**config.mk**
```make
export PLATFORM = sky130hd
export DESIGN_NAME = disparity_hsv_colorizer
export DESIGN_NICKNAME = d
export VERILOG_FILES = /design/src/design/dhc_pkg.sv /design/src/design/dhc_div.sv /design/src/design/disparity_hsv_colorizer.sv
export SDC_FILE = /design/constraint.sdc
export NUM_CORES = 2
export LEC_CHECK = 0
export BUFFER_PORTS_ARGS = -buffer_cell sky130_fd_sc_hd__clkbuf_2
export CORE_ASPECT_RATIO = 0.75
export CORE_UTILIZATION = 40
export DETAILED_ROUTE_END_ITERATION = 8
export GPL_TIMING_DRIVEN = 0
export PLACE_DENSITY = 0.64
export SLEW_MARGIN = 15
export SYNTH_ARGS = -nofsm -noshare
export SYNTH_HDL_FRONTEND = slang
export SYNTH_SLANG_ARGS = --single-unit
```
**constraint.sdc**
```tcl
create_clock -name i_clk -period 8.1 [get_ports i_clk]
set_clock_uncertainty 0.05 [all_clocks]
set_input_delay 0.405 -clock i_clk [delete_from_list [all_inputs] [get_ports i_clk]]
set_output_delay 0.405 -clock i_clk [all_outputs]
set_load 0.01 [all_outputs]
```
**src/design/dhc_pkg.sv**
```systemverilog
package dhc_pkg;

    localparam int unsigned HUE_SPAN   = 240;
    localparam int unsigned SECTOR_DEG = 60;
    localparam int unsigned Q8_ONE     = 256;
    localparam int unsigned X_ONE      = Q8_ONE * SECTOR_DEG;
    localparam int unsigned P_FULL     = 65536 * 60;

    localparam int unsigned QUO_W      = 8;
    localparam int unsigned DIV_STEP   = 2;
    localparam int unsigned DIV_STAGES = QUO_W / DIV_STEP;

    localparam logic [1:0] REG_MAX_DISP = 2'd0;
    localparam logic [1:0] REG_SAT      = 2'd1;
    localparam logic [1:0] REG_BRIGHT   = 2'd2;

    typedef struct packed {
        logic [7:0] rem;
        logic [7:0] num;
        logic [7:0] quo;
        logic [7:0] dvs;
        logic       blank;
    } t_div_word;

    // restoring division, DIV_STEP quotient bits; rem stays below dvs
    function automatic t_div_word div_step(t_div_word w);
        t_div_word  o;
        logic [8:0] tr;
        o = w;
        for (int i = 0; i < DIV_STEP; i++) begin
            tr    = {o.rem, o.num[7]};
            o.num = {o.num[6:0], 1'b0};
            if (tr >= {1'b0, o.dvs}) begin
                tr    = tr - {1'b0, o.dvs};
                o.quo = {o.quo[6:0], 1'b1};
            end else begin
                o.quo = {o.quo[6:0], 1'b0};
            end
            o.rem = tr[7:0];
        end
        return o;
    endfunction

    // X_ONE - k*s, two's complement, range about -15300..15360
    function automatic logic signed [16:0] x_term(logic [5:0] k, logic [8:0] s);
        logic [14:0] ks;
        logic [16:0] d;
        ks = 15'(k) * 15'(s);
        d  = 17'(X_ONE) - 17'(ks);
        return $signed(d);
    endfunction

    // channel = P / (256*15360) clamped, scaled by 255: floor(P*17 / 2^18)
    function automatic logic [7:0] to_byte(logic signed [26:0] p);
        logic [25:0] m17;
        logic [7:0]  b;
        m17 = {p[21:0], 4'b0000} + 26'(p[21:0]);
        if (p[26] || (p == 27'sd0)) begin
            b = 8'd0;
        end else if (p >= 27'(P_FULL)) begin
            b = 8'd255;
        end else begin
            b = m17[25:18];
        end
        return b;
    endfunction

endpackage

```
**src/design/dhc_div.sv**
```systemverilog
module dhc_div (
    input  logic                i_clk,
    input  logic                i_rst_n,
    input  logic                i_valid,
    output logic                o_stall,
    input  dhc_pkg::t_div_word  i_word,
    output logic                o_valid,
    input  logic                i_stall,
    output logic [7:0]          o_quo,
    output logic                o_blank
);

    logic                           r_vld [dhc_pkg::DIV_STAGES];
    dhc_pkg::t_div_word             r_stg [dhc_pkg::DIV_STAGES];
    logic [dhc_pkg::DIV_STAGES:0]   rdy;

    assign rdy[dhc_pkg::DIV_STAGES] = !i_stall;

    for (genvar k = 0; k < dhc_pkg::DIV_STAGES; k++) begin : g_stg
        dhc_pkg::t_div_word w_in;
        logic               v_in;

        if (k == 0) begin : g_first
            assign w_in = i_word;
            assign v_in = i_valid;
        end else begin : g_next
            assign w_in = r_stg[k-1];
            assign v_in = r_vld[k-1];
        end

        assign rdy[k] = !r_vld[k] || rdy[k+1];

        always_ff @(posedge i_clk) begin
            if (!i_rst_n) begin
                r_vld[k] <= 1'b0;
            end else if (rdy[k]) begin
                r_vld[k] <= v_in;
            end
            if (rdy[k]) begin
                r_stg[k] <= dhc_pkg::div_step(w_in);
            end
        end
    end

    assign o_stall = !rdy[0];
    assign o_valid = r_vld[dhc_pkg::DIV_STAGES-1];
    assign o_quo   = r_stg[dhc_pkg::DIV_STAGES-1].quo;
    assign o_blank = r_stg[dhc_pkg::DIV_STAGES-1].blank;

endmodule

```
**src/design/disparity_hsv_colorizer.sv**
```systemverilog
// Maps one 8-bit disparity word to one blue/green/red word along the HSV hue
// wheel: max_disparity is hue 0 (red), zero disparity is hue 240 (blue);
// disparities above the maximum saturate to it, and a maximum of zero gives
// black. One word is taken every clock while o_stall is low. Each word passes
// through an input register, a 4-stage restoring divider (2 quotient bits per
// stage) for the hue division by max_disparity, sextant split, p/q/t terms,
// value multiply, and the output register. A stall on the output backs up
// through the stages only where no bubble can absorb it.
// Write the registers only while the pipeline is empty.
module disparity_hsv_colorizer (
    input  logic        i_clk,
    input  logic        i_rst_n,

    input  logic        psel,
    input  logic        penable,
    input  logic        pwrite,
    input  logic [3:0]  paddr,
    input  logic [31:0] pwdata,
    output logic [31:0] prdata,
    output logic        pready,

    input  logic        i_valid,
    output logic        o_stall,
    input  logic [7:0]  i_disparity,

    output logic        o_valid,
    input  logic        i_stall,
    output logic [7:0]  o_blue,
    output logic [7:0]  o_green,
    output logic [7:0]  o_red
);

    logic [7:0] r_max_disp;
    logic [8:0] r_sat;
    logic [8:0] r_bright;

    assign pready = 1'b1;

    always_ff @(posedge i_clk) begin
        if (!i_rst_n) begin
            r_max_disp <= 8'd0;
            r_sat      <= 9'(dhc_pkg::Q8_ONE);
            r_bright   <= 9'(dhc_pkg::Q8_ONE);
        end else if (psel && penable && pwrite) begin
            case (paddr[3:2])
                dhc_pkg::REG_MAX_DISP: r_max_disp <= pwdata[7:0];
                dhc_pkg::REG_SAT:      r_sat      <= pwdata[8:0];
                dhc_pkg::REG_BRIGHT:   r_bright   <= pwdata[8:0];
                default: ;
            endcase
        end
    end

    always_comb begin
        case (paddr[3:2])
            dhc_pkg::REG_MAX_DISP: prdata = {24'd0, r_max_disp};
            dhc_pkg::REG_SAT:      prdata = {23'd0, r_sat};
            dhc_pkg::REG_BRIGHT:   prdata = {23'd0, r_bright};
            default:               prdata = 32'd0;
        endcase
    end

    // ready chain, output side first
    logic rdy_e, rdy_d, rdy_c, rdy_b, rdy_a;
    logic div_stall, div_vld, div_blank;
    logic [7:0] div_quo;

    // stage A: clamp, difference, numerator
    logic               r_a_vld;
    dhc_pkg::t_div_word r_a_word;
    dhc_pkg::t_div_word n_a_word;
    logic [7:0]         dcl;
    logic [7:0]         diff;
    logic [15:0]        numer;

    always_comb begin
        dcl            = (i_disparity > r_max_disp) ? r_max_disp : i_disparity;
        diff           = r_max_disp - dcl;
        numer          = 16'(diff) * 16'(dhc_pkg::HUE_SPAN);
        n_a_word.rem   = numer[15:8];
        n_a_word.num   = numer[7:0];
        n_a_word.quo   = 8'd0;
        n_a_word.dvs   = r_max_disp;
        n_a_word.blank = (r_max_disp == 8'd0);
    end

    assign rdy_a   = !r_a_vld || !div_stall;
    assign o_stall = !rdy_a;

    always_ff @(posedge i_clk) begin
        if (!i_rst_n) begin
            r_a_vld <= 1'b0;
        end else if (rdy_a) begin
            r_a_vld <= i_valid;
        end
        if (rdy_a) begin
            r_a_word <= n_a_word;
        end
    end

    dhc_div u_div (
        .i_clk   (i_clk),
        .i_rst_n (i_rst_n),
        .i_valid (r_a_vld),
        .o_stall (div_stall),
        .i_word  (r_a_word),
        .o_valid (div_vld),
        .i_stall (!rdy_b),
        .o_quo   (div_quo),
        .o_blank (div_blank)
    );

    // stage B: sextant and remainder within it
    logic       r_b_vld, r_b_blank;
    logic [2:0] r_b_sect;
    logic [5:0] r_b_frac;
    logic [2:0] n_b_sect;
    logic [7:0] n_b_frac;

    always_comb begin
        if (div_quo >= 8'd240) begin
            n_b_sect = 3'd4;
        end else if (div_quo >= 8'd180) begin
            n_b_sect = 3'd3;
        end else if (div_quo >= 8'd120) begin
            n_b_sect = 3'd2;
        end else if (div_quo >= 8'd60) begin
            n_b_sect = 3'd1;
        end else begin
            n_b_sect = 3'd0;
        end
        n_b_frac = div_quo - 8'(n_b_sect) * 8'(dhc_pkg::SECTOR_DEG);
    end

    assign rdy_b = !r_b_vld || rdy_c;

    always_ff @(posedge i_clk) begin
        if (!i_rst_n) begin
            r_b_vld <= 1'b0;
        end else if (rdy_b) begin
            r_b_vld <= div_vld;
        end
        if (rdy_b) begin
            r_b_blank <= div_blank;
            r_b_sect  <= n_b_sect;
            r_b_frac  <= n_b_frac[5:0];
        end
    end

    // stage C: p, q, t numerators in units of 1/15360
    logic                r_c_vld, r_c_blank;
    logic [2:0]          r_c_sect;
    logic signed [16:0]  r_c_xp, r_c_xq, r_c_xt;

    assign rdy_c = !r_c_vld || rdy_d;

    always_ff @(posedge i_clk) begin
        if (!i_rst_n) begin
            r_c_vld <= 1'b0;
        end else if (rdy_c) begin
            r_c_vld <= r_b_vld;
        end
        if (rdy_c) begin
            r_c_blank <= r_b_blank;
            r_c_sect  <= r_b_sect;
            r_c_xp    <= dhc_pkg::x_term(6'(dhc_pkg::SECTOR_DEG), r_sat);
            r_c_xq    <= dhc_pkg::x_term(r_b_frac, r_sat);
            r_c_xt    <= dhc_pkg::x_term(6'(dhc_pkg::SECTOR_DEG) - r_b_frac, r_sat);
        end
    end

    // stage D: channel select, times value
    logic                r_d_vld, r_d_blank;
    logic signed [26:0]  r_d_pb, r_d_pg, r_d_pr;
    logic signed [16:0]  xv;
    logic signed [16:0]  xb, xg, xr;
    logic signed [9:0]   vs;

    assign xv = $signed(17'(dhc_pkg::X_ONE));
    assign vs = $signed({1'b0, r_bright});

    always_comb begin
        case (r_c_sect)
            3'd0: begin xb = r_c_xp; xg = r_c_xt; xr = xv;     end
            3'd1: begin xb = r_c_xp; xg = xv;     xr = r_c_xq; end
            3'd2: begin xb = r_c_xt; xg = xv;     xr = r_c_xp; end
            3'd3: begin xb = xv;     xg = r_c_xq; xr = r_c_xp; end
            3'd4: begin xb = xv;     xg = r_c_xp; xr = r_c_xt; end
            default: begin xb = r_c_xq; xg = r_c_xp; xr = xv; end
        endcase
    end

    assign rdy_d = !r_d_vld || rdy_e;

    always_ff @(posedge i_clk) begin
        if (!i_rst_n) begin
            r_d_vld <= 1'b0;
        end else if (rdy_d) begin
            r_d_vld <= r_c_vld;
        end
        if (rdy_d) begin
            r_d_blank <= r_c_blank;
            r_d_pb    <= 27'(vs * xb);
            r_d_pg    <= 27'(vs * xg);
            r_d_pr    <= 27'(vs * xr);
        end
    end

    // stage E: clamp and scale, output register
    logic       r_o_vld;
    logic [7:0] r_o_blue, r_o_green, r_o_red;

    assign rdy_e = !r_o_vld || !i_stall;

    always_ff @(posedge i_clk) begin
        if (!i_rst_n) begin
            r_o_vld <= 1'b0;
        end else if (rdy_e) begin
            r_o_vld <= r_d_vld;
        end
        if (rdy_e) begin
            r_o_blue  <= r_d_blank ? 8'd0 : dhc_pkg::to_byte(r_d_pb);
            r_o_green <= r_d_blank ? 8'd0 : dhc_pkg::to_byte(r_d_pg);
            r_o_red   <= r_d_blank ? 8'd0 : dhc_pkg::to_byte(r_d_pr);
        end
    end

    assign o_valid = r_o_vld;
    assign o_blue  = r_o_blue;
    assign o_green = r_o_green;
    assign o_red   = r_o_red;

endmodule

```
**After elaboration in Yosys (flattened, before gate mapping)**

Memory sizes are Yosys's and may differ from the RTL's.
Index checks and enable logic that the tools add are counted.

- Input port bits: 51
- Memories kept: 2
- Memory bits (writable): 128
- Register bits after elaboration: 223

Memory list:

| memory | words | width | read ports | clocked after memory_dff | write ports | RTL line | source |
|---|---|---|---|---|---|---|---|
| u_div.r_stg | 4 | 31 | 4 | 0 | 4 | dhc_div.sv:14 | `dhc_pkg::t_div_word r_stg [dhc_pkg::DIV_STAGES];` |
| u_div.r_vld | 4 | 1 | 4 | 0 | 4 | dhc_div.sv:13 | `logic r_vld [dhc_pkg::DIV_STAGES];` |

- $mul: 8
- Multiplexer cells: 61
- Eq/ne operators: 6
- Reduce and logical (&&, ||, !) cells: 41
- Bitwise logic cells: 4
- Add/subtract/negate cells: 17
- Order comparisons: 16

Operator list:

| kind | number |
|---|---|
| 8-bit two-way mux | 24 |
| 17-bit one-hot mux with 3 select lines | 3 |
| 27-bit by 22-bit greater-or-equal comparator with 1-bit output (second input constant) | 3 |
| 27-bit zero test | 3 |
| 10-bit by 17-bit multiplier with 27-bit output | 3 |
| 26-bit by 22-bit adder with 26-bit output | 3 |
| 9-bit by 8-bit greater-or-equal comparator with 1-bit output | 8 |
| 8-bit subtractor | 9 |
| 14-bit by 15-bit subtractor with 16-bit output (first input constant) | 3 |
| 6-bit by 9-bit multiplier with 15-bit output | 2 |
| 1-bit two-way mux | 30 |
| 9-bit one-hot mux with 3 select lines | 1 |
| 8-bit greater-or-equal comparator (second input constant) | 2 |
| 2-bit OR reduction | 7 |
| 4-bit by 9-bit multiplier with 13-bit output (first input constant) | 1 |
| 1-bit logical OR | 12 |
| 8-bit by 4-bit multiplier with 12-bit output (second input constant) | 1 |
| 1-bit zero test | 11 |
| 8-bit by 6-bit greater-or-equal comparator with 1-bit output (second input constant) | 1 |
| 8-bit by 7-bit greater-or-equal comparator with 1-bit output (second input constant) | 1 |
| 8-bit > comparator | 1 |
| 8-bit zero test | 1 |
| 3-bit by 2-bit == test with 1-bit output (second input constant) | 2 |
| 2-bit AND reduction | 3 |
| other kinds (13) | 18 |

**Logic depth before layout (Yosys ltp)**

- Depth after elaboration: 13
- Gate-level depth with buffers: 27
- Gate-level depth less buffers: 27

**Modules after synthesis**

A second synthesis with hierarchy kept.

- Cell total of the unflattened synthesis: 4,079
- Area, all modules: 39,252.6 um^2

Modules (own cells, without submodules):

| module | instances | cells an instance | area an instance (um^2) | sequential area each (um^2) |
|---|---|---|---|---|
| disparity_hsv_colorizer | 1 | 3,532 | 33,170.6 | 6,206.0 |
| dhc_div | 1 | 547 | 6,082.1 | 2,632.5 |

**Worst setup path before layout**

Ideal clock, no wire load.

- Path type: register -> register
- From: register r_c_sect[1]
- To: register r_d_pr[26] (data pin)
- Path buffers: 3
- Data arrival time: 6,110 ps
- Period minus slack after synthesis: 6,430 ps
- Required time: 7,781 ps
- Library setup time: 269 ps
- Cell stages (with the launch flop): 26
- Path slack: 1,670 ps
- Cell sequence: edfxtp_1 -> buf_2 -> clkbuf_1 -> buf_1 -> a22oi_1 -> o21ai_1 -> nand2_1 -> fa_1 -> inv_1 -> fa_1 -> inv_1 -> fa_1 -> inv_1 -> fa_1 -> inv_1 -> fa_1 -> inv_1 -> ha_1 -> a21o_1 -> or3_1 -> a21oi_1 -> o31ai_1 -> o21ai_1 -> o21ai_1 -> a2111oi_0 -> nor3_1

- Word-level cells in the longest chain between the ends: 4

RTL lines:

| element | RTL line | source |
|---|---|---|
| start, declared | disparity_hsv_colorizer.sv:152 | `logic [2:0] r_c_sect;` |
| start signal, assigned | disparity_hsv_colorizer.sv:165 | `r_c_sect <= r_b_sect;` |
| 3-bit by 2-bit == test with 1-bit output | disparity_hsv_colorizer.sv:183 | `case (r_c_sect)` |
| 2-bit OR reduction (no source line) | - |  |
| 17-bit one-hot mux with 3 select lines (*) | disparity_hsv_colorizer.sv:183 |  |
| 10-bit by 17-bit multiplier with 27-bit output (*) | disparity_hsv_colorizer.sv:205 | `r_d_pr <= 27'(vs * xr);` |
| end signal, assigned | disparity_hsv_colorizer.sv:205 |  |
| end, declared | disparity_hsv_colorizer.sv:174 | `logic signed [26:0] r_d_pb, r_d_pg, r_d_pr;` |

Mark *: on every way between the ends. The rest lies on a longest branch, timed or not.
A chain may end at the register's enable or synchronous reset.

**Worst setup path after layout**

- From: register r_c_sect[0]
- To: register r_d_pg[24] (data pin)

- Word-level cells in the longest chain between the ends: 4

RTL lines:

| element | RTL line | source |
|---|---|---|
| 3-bit by 2-bit == test with 1-bit output / 3-bit by 1-bit == test with 1-bit output (equally long branches) | disparity_hsv_colorizer.sv:183 |  |
| 2-bit OR reduction (no source line) | - |  |
| 17-bit one-hot mux with 3 select lines (*) | disparity_hsv_colorizer.sv:183 |  |
| 10-bit by 17-bit multiplier with 27-bit output (*) | disparity_hsv_colorizer.sv:204 | `r_d_pg <= 27'(vs * xg);` |
| end signal, assigned | disparity_hsv_colorizer.sv:204 |  |
| end, declared | disparity_hsv_colorizer.sv:174 |  |

Marks and branches as above.

==> flow_summary_export.csv <==
group,metric,value,unit
status,status,"finished clean",
floorplanning,ios,110,
yosys,synth.distinct_cells,83,
drt,wl_per_cell,17.4,µm
yosys,synth-compound-area-share,0.0987,
floorplanning,dieWidth,358,µm
placed_design,port_buffers,59,
timing,slew_headroom,0.234,
yosys,synth-edff-count,263,
power,p_seq_frac,0.245,
drt,drt_first_iter_violations,2151,
final_layout,fin_util,0.439,
yosys,yosys.area_share.simple,0.147,
power,ir_worst_vdd,0.325,mV
global_routing,gr-total-overflow,0,
yosys,synthArstFlopShare,0,
timing,fmax,0.129,GHz
clocking,cts_tree,"yes",
global_routing,grt_max_degree,56,
timing,finalHoldViolations,0,
clocking,clock_latency,0.58,ns
yosys,synthAdderAreaFrac,0.384,
drt,drc_errors,0,
power,power.switching,4.92,mW
global_routing,groute.usage.overall,0.199,
floorplanning,die_h,269,µm
final_layout,drive_above_1_share,0.0515,
timing,worstMarginPinSlew,1.15,ns
placed_design,place_ws,0.223,ns
global_routing,antenna_found_initial,6,
yosys,synth_xor_area_frac,0.0430,
yosys,yosysSeqAreaShare,0.225,
final_layout,area_delta_synth_final,8.43,%
power,swShare,0.452,
power,p_int,5.96,mW
drt,num_vias,27400,
clocking,cts_sinks,295,
yosys,syn_area_per_cell,9.65,µm²
final_layout,final_area,41100,µm²
placed_design,place.gp.congestion,0.950,
worst_hold_path,min_path_type,"input port to flip-flop",
timing,fin_tns_setup,0,ns
yosys,synthesis.area,37900,µm²
setup_path,worst-path-max-fanout,10,
yosys,ys_warn_count,0,
setup_path,critPathLaunchType,"flip-flop",
final_layout,final_nets,4986,
timing,setup_ws,0.325,ns
timing,period_needed,7.78,ns
yosys,synth-seq-cells,295,
drt,detail-route-antenna-nets,0,
power,pwr-share-comb,0.611,
power,power_frac_clock,0.144,
clocking,clockRootBuffer,"clkbuf_16",
clocking,cts_made_buffers,35,
global_routing,grt_pass1_vias,27300,
floorplanning,start_util,0.405,
floorplanning,placeableCoreArea,93700,µm²
power,power_density,265,nW/µm²
setup_path,crit_type,"flip-flop to flip-flop",
clocking,htreeDepth,2,
timing,slew_viol_final,0,
floorplanning,dieArea,96100,µm²
yosys,synth_mux_area_frac,0.0193,
global_routing,grt_pass1_wl,151000,µm
clocking,clockBufferDepth,3,
drt,viasPerCell,5.14,
timing,timing.final.crit_share,0.960,
setup_path,worst_setup_path_end_kind,"flip-flop",
drt,first_pass_iters,5,
yosys,ys.flop_type,"edfxtp_1",
clocking,post-cts-setup-buffers,0,
setup_path,arrival,8.16,ns
placed_design,place_area,39900,µm²
power,static-leakage-power,19.8,nW
timing,setup_viol,0,
run,max_cap_viol_count,0,
clocking,path_clk_slew,0.06,ns
yosys,synth_top_family_by_area,"adder cells",
floorplanning,rows,97,
yosys,netlist_instances,3931,
timing,hold_slack,0.0329,ns
placed_design,dpl.hpwl,75200,µm
drt,routed_wl,92300,µm
setup_path,required,8.48,ns
synthesized netlist by cell type, types with 56 or more instances:
cell | instances | area (µm²)
inv_1 | 689 | 2590
fa_1 | 469 | 9390
ha_1 | 412 | 5150
nand2_1 | 372 | 1400
and2_1 | 282 | 1760
edfxtp_1 | 263 | 7900
a21oi_1 | 173 | 866
xnor2_1 | 135 | 1180
nor2_1 | 123 | 462
clkbuf_1 | 94 | 353
o21ai_0 | 78 | 390
nor2b_1 | 76 | 475
o21ai_1 | 56 | 280
sequential cells by signal, indices dropped and copies added, names as in the netlist, 3 cells and up:
name / cells
o_blue: 8
o_green: 8
o_red: 8
r_a_word: 21
r_b_frac: 6
r_b_sect: 3
r_bright: 9
r_c_sect: 3
r_c_xp: 14
r_c_xq: 16
r_c_xt: 15
r_d_pb: 27
r_d_pg: 27
r_d_pr: 27
r_max_disp: 8
r_sat: 9
u_div.r_stg: 74
u_div.r_vld: 4
power groups by stage:
stage	Clock [mW]	Sequential [mW]	Combinational (mW)
2_1_floorplan	0	2.51	5.10
3_5_place_dp	0	2.68	6.54
6_report	1.57	2.67	6.65
4_1_cts	1.61	2.65	6.60
5_1_grt	1.67	2.70	7.52
3_3_place_gp	0	2.68	6.46
stage by stage:
stage          instances  power (mW)
2_1_floorplan       3953        7.61
3_3_place_gp        5249        9.13
3_5_place_dp        5253        9.22
4_1_cts             5314        10.9
5_1_grt             5316        11.9
6_report            5317        10.9
cell usage in the layout (no fill, tap or decap), types with 32 or more instances in the layout:
master / n
nor3_1: 40
dfxtp_1: 32
o21ai_1: 46
nand3_1: 54
and2_1: 282
xnor2_1: 135
mux2i_1: 36
a21oi_1: 171
o21ai_0: 78
a21o_1: 48
xor2_1: 51
nor2_1: 123
clkbuf_16: 36
ha_1: 412
clkbuf_2: 59
fa_1: 469
nor2b_1: 76
clkbuf_1: 99
edfxtp_1: 263
nand2_1: 370
inv_1: 688
final cells by class:
| class | count | area [µm²] |
|---|---|---|
| plain buffers | 126 | 568 |
| diodes | 3 | 7.51 |
| fillers | 9084 | 52600 |
| clock buffers | 41 | 920 |
| flip-flops and latches | 295 | 8540 |
| repair buffers | 64 | 385 |
| clock inverters | 19 | 188 |
| inverters | 690 | 2590 |
| multi-input cells | 2842 | 26400 |
| well taps | 1237 | 1550 |
worst max-delay path, cell delays in order (launching register included):
cell,delay (ns)
edfxtp_1,0.45
nor2_1,0.47
clkbuf_1,0.48
a22oi_1,0.17
o21ai_1,0.77
nand2_1,0.19
fa_1,0.58
inv_1,0.06
fa_1,0.52
fa_1,0.45
fa_1,0.56
inv_1,0.06
fa_1,0.53
inv_1,0.05
ha_1,0.34
a21o_1,0.18
a21oi_2,0.21
nor2_1,0.09
a221oi_2,0.27
a21oi_2,0.14
a221o_1,0.40
or4b_1,0.52
nand3_1,0.09
path summary, 6_finish.rpt:
| kind | from | cells past startpoint | endpoint | slack (ns) |
|---|---|---|---|---|
| worst max-delay path | r_c_sect[0] | 22 | r_d_pg[24] | 0.32 |
| worst min-delay path | i_valid | 2 | r_a_vld | 0.03 |
| worst max register to register | r_c_sect[0] | 22 | r_d_pg[24] | 0.32 |
| worst min register to register | r_b_sect[0] | 0 | r_c_sect[0] | 0.37 |
repair_timing:
| item | CTS | global route |
|---|---|---|
| resized for setup | 0 | 13 |
| endpoints found under the setup margin | 0 | 6 |
| hold buffers | 1 | 0 |
| hold endpoints to repair | 1 | 0 |
kinds of logic after synthesis:
group | count (synthesis)
flip-flops | 295
AND/OR/NAND/NOR | 1097
other | 2
adder cells (fa/ha/maj) | 881
buffers and inverters | 816
XOR/XNOR | 186
multiplexers | 69
AO/OA/AOI/OAI | 585
per-layer routing:
metal / global-route usage / share of wire
met5: 0 / 0
met4: 0.0387 / 0.015
met3: 0.0448 / 0.083
met2: 0.290 / 0.41
met1: 0.301 / 0.49
Note: power is estimated with default switching activity, not from simulation.
